**src/sv/csq_pkg.sv**
```systemverilog
`default_nettype none

package csq_pkg;

  // command codes of the cmd field
  localparam logic [2:0] CMD_START   = 3'd0;
  localparam logic [2:0] CMD_ADVANCE = 3'd1;
  localparam logic [2:0] CMD_INSERT  = 3'd2;
  localparam logic [2:0] CMD_ATTACH  = 3'd3;
  localparam logic [2:0] CMD_REMOVE  = 3'd4;
  localparam logic [2:0] CMD_READ    = 3'd5;

  // status codes of a result
  localparam logic [1:0] STS_OK    = 2'd0;
  localparam logic [1:0] STS_FULL  = 2'd1;
  localparam logic [1:0] STS_NOCUR = 2'd2;

  // controller to datapath
  typedef struct packed {
    logic latch;     // capture the input beat
    logic exec;      // decode command, update cursor and count, arm the move
    logic shift;     // move one entry per cycle
    logic fill;      // write the new entry
    logic read;      // read the current entry
    logic load_out;  // load the result register
  } csq_ctl_t;

  // datapath to controller
  typedef struct packed {
    logic shift_busy;
    logic fill_pend;
    logic out_free;
  } csq_sts_t;

endpackage

`default_nettype wire

```
**src/sv/csq_ctrl.sv**
```systemverilog
`default_nettype none

module csq_ctrl
  import csq_pkg::*;
(
  input  wire logic     clk_i,
  input  wire logic     rst_ni,
  input  wire logic     in_valid_i,
  output logic          in_stall_o,
  input  wire csq_sts_t sts_i,
  output csq_ctl_t      ctl_o
);

  localparam logic [2:0] ST_IDLE  = 3'd0;
  localparam logic [2:0] ST_EXEC  = 3'd1;
  localparam logic [2:0] ST_SHIFT = 3'd2;
  localparam logic [2:0] ST_FILL  = 3'd3;
  localparam logic [2:0] ST_READ  = 3'd4;
  localparam logic [2:0] ST_DONE  = 3'd5;

  logic [2:0] state_q, state_d;

  always_comb begin
    state_d = state_q;
    ctl_o   = '0;
    case (state_q)
      ST_IDLE: begin
        if (in_valid_i) begin
          ctl_o.latch = 1'b1;
          state_d     = ST_EXEC;
        end
      end
      ST_EXEC: begin
        ctl_o.exec = 1'b1;
        state_d    = ST_SHIFT;
      end
      ST_SHIFT: begin
        ctl_o.shift = 1'b1;
        if (!sts_i.shift_busy) begin
          state_d = sts_i.fill_pend ? ST_FILL : ST_READ;
        end
      end
      ST_FILL: begin
        ctl_o.fill = 1'b1;
        state_d    = ST_READ;
      end
      ST_READ: begin
        ctl_o.read = 1'b1;
        state_d    = ST_DONE;
      end
      ST_DONE: begin
        // hold until the result register can take the beat
        if (sts_i.out_free) begin
          ctl_o.load_out = 1'b1;
          state_d        = ST_IDLE;
        end
      end
      default: begin
        state_d = ST_IDLE;
      end
    endcase
  end

  assign in_stall_o = (state_q != ST_IDLE);

  always_ff @(posedge clk_i or negedge rst_ni) begin
    if (!rst_ni) begin
      state_q <= ST_IDLE;
    end else begin
      state_q <= state_d;
    end
  end

  a_read_after_move: assert property (@(posedge clk_i) disable iff (!rst_ni)
    (state_q == ST_READ) |-> !sts_i.shift_busy)
    else $error("entry read while a move is still in flight");

  a_fill_after_shift: assert property (@(posedge clk_i) disable iff (!rst_ni)
    (state_q == ST_FILL) |-> $past(state_q) == ST_SHIFT)
    else $error("new entry written without a completed move");

  a_done_to_idle: assert property (@(posedge clk_i) disable iff (!rst_ni)
    (state_q == ST_DONE && sts_i.out_free) |=> (state_q == ST_IDLE))
    else $error("result handoff did not return to idle");

endmodule

`default_nettype wire

```
**config.mk**
```make
export PLATFORM = sky130hd
export DESIGN_NAME = csq_ctrl
export DESIGN_NICKNAME = d
export VERILOG_FILES = /design/src/sv/csq_pkg.sv /design/src/sv/csq_ctrl.sv
export SDC_FILE = /design/constraint.sdc
export NUM_CORES = 1
export LEC_CHECK = 0
export CAP_MARGIN = 10
export CORE_AREA = 4 4 41 43
export CTS_CLUSTER_DIAMETER = 80
export DETAILED_ROUTE_END_ITERATION = 16
export DIE_AREA = 0 0 45 47
export DONT_BUFFER_PORTS = 1
export PLACE_DENSITY_LB_ADDON = 0.15
export SLEW_MARGIN = 40
export SYNTH_ARGS = -nofsm -noshare
export SYNTH_HDL_FRONTEND = slang
export SYNTH_SLANG_ARGS = --single-unit
```
**constraint.sdc**
```tcl
create_clock -name clk_i -period 1.2 [get_ports clk_i]
set_input_delay 0.12 -clock clk_i [delete_from_list [all_inputs] [get_ports clk_i]]
set_output_delay 0.12 -clock clk_i [all_outputs]
set_load 0.005 [all_outputs]
```
Word level (Yosys, flattened, before mapping)
Index checks and enable logic that the tools add are counted.

cells by class
  add/subtract/negate cells = 0
  $mul = 0
  divide/modulo/power cells = 0
  order comparisons = 0
  equal/unequal tests = 8
  shift operators = 0
  multiplexer cells = 13
  bitwise operators = 0
  reduce and logical (&&, ||, !) cells = 3

operator list
  operator              number
  $pmux W3 S6           1
  $mux W3               4
  $mux W1               8
  $eq A3 B2 Y1 const B  2
  $eq A3 B3 Y1 const B  2
  $ne A2 B2 Y1 const B  3
  $eq A3 B1 Y1 const B  1
  $logic_not A3 Y1      1
  $reduce_and A3 Y1     1
  $reduce_bool A3 Y1    1

word-level totals
  flip-flop bits (word level) = 3
  bits in latches = 0
  bits in writable memories = 0
  ROM bits = 0
  input bits = 6
  output and inout port bits = 7
  logic and storage cells = 25
  memories = 0

Longest topological paths before layout
  word-level depth = 3
  gate-level depth with buffers = 3
  depth with buffers taken out = 3

Worst setup path before layout
Ideal clock, no wire load.

  kind = register to output
  from = register state_q[0]
  to = output port ctl_o[5] in the netlist's numbering
  arrival = 0.959 ns
  data required time = 1.080 ns
  setup slack = 0.121 ns
  stages on the path, launching flop included = 4
  buffers on the path = 1
  path through = dfrtp_1 -> buf_6 -> or3_4 -> nor2_2

RTL lines
  item                    RTL line        source
  from (decl)             csq_ctrl.sv:21  logic [2:0] state_q, state_d;
  from (signal assigned)  csq_ctrl.sv:70  state_q <= state_d;
  to (decl)               csq_ctrl.sv:11  output csq_ctl_t ctl_o

==> report_table.html <==
<table>
<tr><th>Metric</th><th>Value</th></tr>
<tr><th colspan="2">Run status</th></tr>
<tr><td>Run status</td><td>finished with violations</td></tr>
<tr><td>Failing checks</td><td>negative setup slack</td></tr>
<tr><th colspan="2">STA</th></tr>
<tr><td>Summed negative setup slack over all endpoints</td><td>-59.4 ps</td></tr>
<tr><td>Relative slew slack</td><td>82.4%</td></tr>
<tr><td>Clock period minus worst slack</td><td>roughly 1300 ps</td></tr>
<tr><td>Number of setup violations in the final report</td><td>1</td></tr>
<tr><td>Part of the cycle the worst path needs</td><td>105%</td></tr>
<tr><td>Worst Slack Setup Final</td><td>-59.4 ps</td></tr>
<tr><td>Number of hold violations in the final report</td><td>0</td></tr>
<tr><td>Max Transition Viols Final</td><td>0</td></tr>
<tr><td>Worst-Margin Slew</td><td>263 ps</td></tr>
<tr><td>Clk_skew</td><td>2.50 ps</td></tr>
<tr><td>Setup repair after global routing missed its margin</td><td>true</td></tr>
<tr><td>Max Clock Freq</td><td>794 MHz</td></tr>
<tr><th colspan="2">Pwr</th></tr>
<tr><td>Static Leakage</td><td>between 0.1 and 0.15 nW</td></tr>
<tr><td>Pwr dens</td><td>2660 nW/µm²</td></tr>
<tr><td>IR drop worst, VDD</td><td>546 µV</td></tr>
<tr><th colspan="2">Routing</th></tr>
<tr><td>Final wirelength</td><td>578 µm</td></tr>
<tr><td>Detail-routed via count per cell</td><td>4.32</td></tr>
<tr><td>Iter 0 DRT Violations</td><td>3</td></tr>
<tr><td>Number of search-and-repair iterations in the first detailed-routing pass</td><td>2</td></tr>
<tr><td>Final ANT Viol Nets</td><td>0</td></tr>
<tr><td>Remaining routing DRC violations</td><td>0</td></tr>
<tr><td>Post-DR wirelength/cell</td><td>11.6 µm</td></tr>
<tr><td>Total number of vias</td><td>roughly 220</td></tr>
<tr><th colspan="2">Critical path</th></tr>
<tr><td>Worst setup EP type</td><td>output pin</td></tr>
<tr><td>Worst reg2reg path endpoint</td><td>state_q[0]$_DFFE_PN0P_</td></tr>
<tr><td>Arr. time, crit path</td><td>1140 ps</td></tr>
<tr><td>CP max FO</td><td>3</td></tr>
<tr><td>Ordered list of cells on the worst path</td><td>or3_4 -&gt; nor2_4</td></tr>
<tr><td>Type of the worst setup path</td><td>reg2out</td></tr>
<tr><td>Critical path required time</td><td>1080 ps</td></tr>
<tr><td>Path depth of the worst reg2reg path</td><td>4</td></tr>
<tr><td>Stage delay of the slowest cell on the critical path</td><td>410 ps</td></tr>
<tr><td>Endpoint of the most critical setup path</td><td>ctl_o[5]</td></tr>
<tr><td>Slowest stage cell, crit path</td><td>or3_4</td></tr>
<tr><td>Crit start category</td><td>flip-flop</td></tr>
<tr><td>Reg-to-reg startpoint</td><td>state_q[2]$_DFFE_PN0P_</td></tr>
<tr><td>Launch point of the worst path</td><td>state_q[2]$_DFFE_PN0P_</td></tr>
<tr><td>Reg-to-reg slack, setup</td><td>approximately 90 ps</td></tr>
<tr><th colspan="2">Clocking</th></tr>
<tr><td>Clock transition at the register clock pins on the worst setup and hold paths after CTS</td><td>40 ps</td></tr>
<tr><td>Number of CTS-inserted buffers</td><td>3</td></tr>
<tr><td>Clock latency on the worst-skew pair</td><td>230 ps</td></tr>
<tr><td>Clk sinks</td><td>3</td></tr>
<tr><td>Clock buffer depth</td><td>2</td></tr>
<tr><td>CTS tree</td><td>done</td></tr>
<tr><td>H-Tree Depth</td><td>1</td></tr>
<tr><td>Clock tree root buffer cell</td><td>clkbuf_4</td></tr>
<tr><th colspan="2">GRT</th></tr>
<tr><td>First-pass GRT wire length</td><td>around 750 µm</td></tr>
<tr><td>Initial antenna violation count</td><td>0</td></tr>
<tr><td>GRT overflow</td><td>0</td></tr>
<tr><td>Maximum number of pins on one net before global-route repair</td><td>9</td></tr>
<tr><td>Vias in the first global route</td><td>190</td></tr>
<tr><td>Overall global routing resource usage</td><td>around 5.5%</td></tr>
<tr><th colspan="2">Synthesis</th></tr>
<tr><td>Distinct cell type count after synthesis</td><td>15</td></tr>
<tr><td>Mapped cell area</td><td>221 µm²</td></tr>
<tr><td>Avg Inst Size Synth</td><td>8.20 µm²</td></tr>
<tr><td>Sequential fraction of the synthesis area</td><td>33.9%</td></tr>
<tr><td>Total number of yosys warnings</td><td>0</td></tr>
<tr><td>Number of standard cells after synthesis</td><td>27</td></tr>
<tr><td>Post-Synthesis Net Count</td><td>33</td></tr>
<tr><td>Total of flip-flops plus latches after synthesis</td><td>3</td></tr>
<tr><th colspan="2">Layout</th></tr>
<tr><td>Register with the most flip-flops</td><td>state_q</td></tr>
<tr><td>Area growth from synthesis to final layout</td><td>46.9%</td></tr>
<tr><td>Fin area</td><td>around 330 µm²</td></tr>
<tr><td>Post-Route Utilization</td><td>25.0%</td></tr>
<tr><td>Area taken by flip-flops and latches</td><td>77.6 µm²</td></tr>
<tr><td>Max reg flops</td><td>3</td></tr>
<tr><td>Number of filler cells placed in the layout</td><td>149</td></tr>
<tr><td>Fraction of layout instances using a drive strength above 1</td><td>48.6%</td></tr>
<tr><td>Largest registers ranked by flip-flop count</td><td>state_q: 3 flops</td></tr>
<tr><td>Footprint of the multi-input gates</td><td>155 µm²</td></tr>
<tr><td>Commonest cells after routing, fill and taps aside</td><td>nor2_1 (4), buf_4 (4), nor2_2 (3), clkbuf_4 (3)</td></tr>
<tr><td># diodes</td><td>0</td></tr>
<tr><td>Net count of the finished layout</td><td>42</td></tr>
<tr><th colspan="2">Floorplanning</th></tr>
<tr><td>Ports placed on the boundary</td><td>13</td></tr>
<tr><td>Die Area</td><td>~2100 µm²</td></tr>
<tr><td>Initial core utilization</td><td>17.0%</td></tr>
<tr><td>Height of the die</td><td>around 47 µm</td></tr>
<tr><td>Placeable core region</td><td>1300 µm²</td></tr>
<tr><td>Floorplan die width</td><td>45 µm</td></tr>
<tr><td>FP Rows</td><td>13</td></tr>
<tr><th colspan="2">Worst hold path</th></tr>
<tr><td>Class of the tightest hold or removal check</td><td>in2reg</td></tr>
<tr><th colspan="2">Place</th></tr>
<tr><td>Gpl congestion</td><td>0.744</td></tr>
<tr><td>Instance area after placement</td><td>around 240 µm²</td></tr>
<tr><td>HPWL Detailed</td><td>439 µm</td></tr>
<tr><td>Buffers added on ports</td><td>0</td></tr>
<tr><th colspan="2">Flow run</th></tr>
<tr><td>Maxcap violations</td><td>0</td></tr>
</table>
## how the worst min path moves through the flow
stage,slack [ps],cells past startpoint,to,from
after floorplan,-180,0,state_q[0]$_DFFE_PN0P_,rst_ni
after global placement,-180,0,state_q[0]$_DFFE_PN0P_,rst_ni
after detailed placement,-180,0,state_q[0]$_DFFE_PN0P_,rst_ni
after CTS,30,1,state_q[0]$_DFFE_PN0P_,sts_i[1]
after global routing,50,1,state_q[0]$_DFFE_PN0P_,sts_i[1]
final,40,1,state_q[0]$_DFFE_PN0P_,sts_i[1]
## final cells by class
| class | instances | share of cell area [%] |
|---|---|---|
| well taps | 15 | 5.77 |
| flip-flops and latches | 3 | 23.8 |
| inverters | 2 | 2.31 |
| clock buffers | 4 | 8.08 |
| multi-input cells | 21 | 47.7 |
| repair buffers | 5 | 12.3 |
## power by group
group / switching [W] / internal [W]
Clock: 0.0000533 / 0.000125
Combinational: 0.000232 / 0.000246
Sequential: 0.0000558 / 0.000153
Total: 0.000341 / 0.000524
## cell usage after synthesis
cell / n / area share, %
nor2_1: 8 / 14
dfrtp_1: 3 / 34
inv_1: 2 / 3.4
nand2b_1: 2 / 5.6
o32ai_1: 2 / 7.9
a21o_2: 1 / 4.0
a31o_1: 1 / 4.0
and2_1: 1 / 2.8
buf_6: 1 / 5.1
mux2i_1: 1 / 4.5
nand2_1: 1 / 1.7
nor2_2: 1 / 2.8
o21ai_0: 1 / 2.3
or2b_1: 1 / 3.4
or3_4: 1 / 5.1
## through the flow
stage / setup WS [ps] / std cells / hold WS, ps / power, W
after global routing: -96.2 / 50 / 50.4 / 0.000939
after global placement: 134 / 42 / -175 / 0.000546
after floorplan: 121 / 27 / -176 / 0.000490
after CTS: -99.2 / 48 / 33.3 / 0.000777
final: -59.4 / 50 / 39.4 / 0.000865
after detailed placement: 143 / 42 / -175 / 0.000537
## timing repair
| item | CTS | global route |
|---|---|---|
| endpoints found under the hold margin | 3 | 0 |
| hold buffers | 1 | 0 |
| pin swaps | 2 | 2 |
| setup buffers | 1 | 2 |
| endpoints found under the setup margin | 4 | 5 |
| resized for setup | 4 | 5 |
## per-layer routing
metal  wire (µm)  track usage [%]  up-vias
met4          17             7.02        0
met5           0                0        -
met3          61             2.68        2
li1            -                -      106
met1         207             4.58       98
met2         292             8.76       10
## cell families after synthesis
logic type	Yosys count	share of synthesized area, %
AOI/OAI and AO/OA	5	18.1
buffers and inverters	3	8.48
DFF	3	33.9
and+or+nand+nor	15	35.0
muxes	1	4.52
## critical path, delay by kind of cell (launching register included)
family / cells / cell delay [ps]
flops: 1 / 400
simple gates: 2 / 500
No activity file was read; power rests on OpenSTA's default activity.
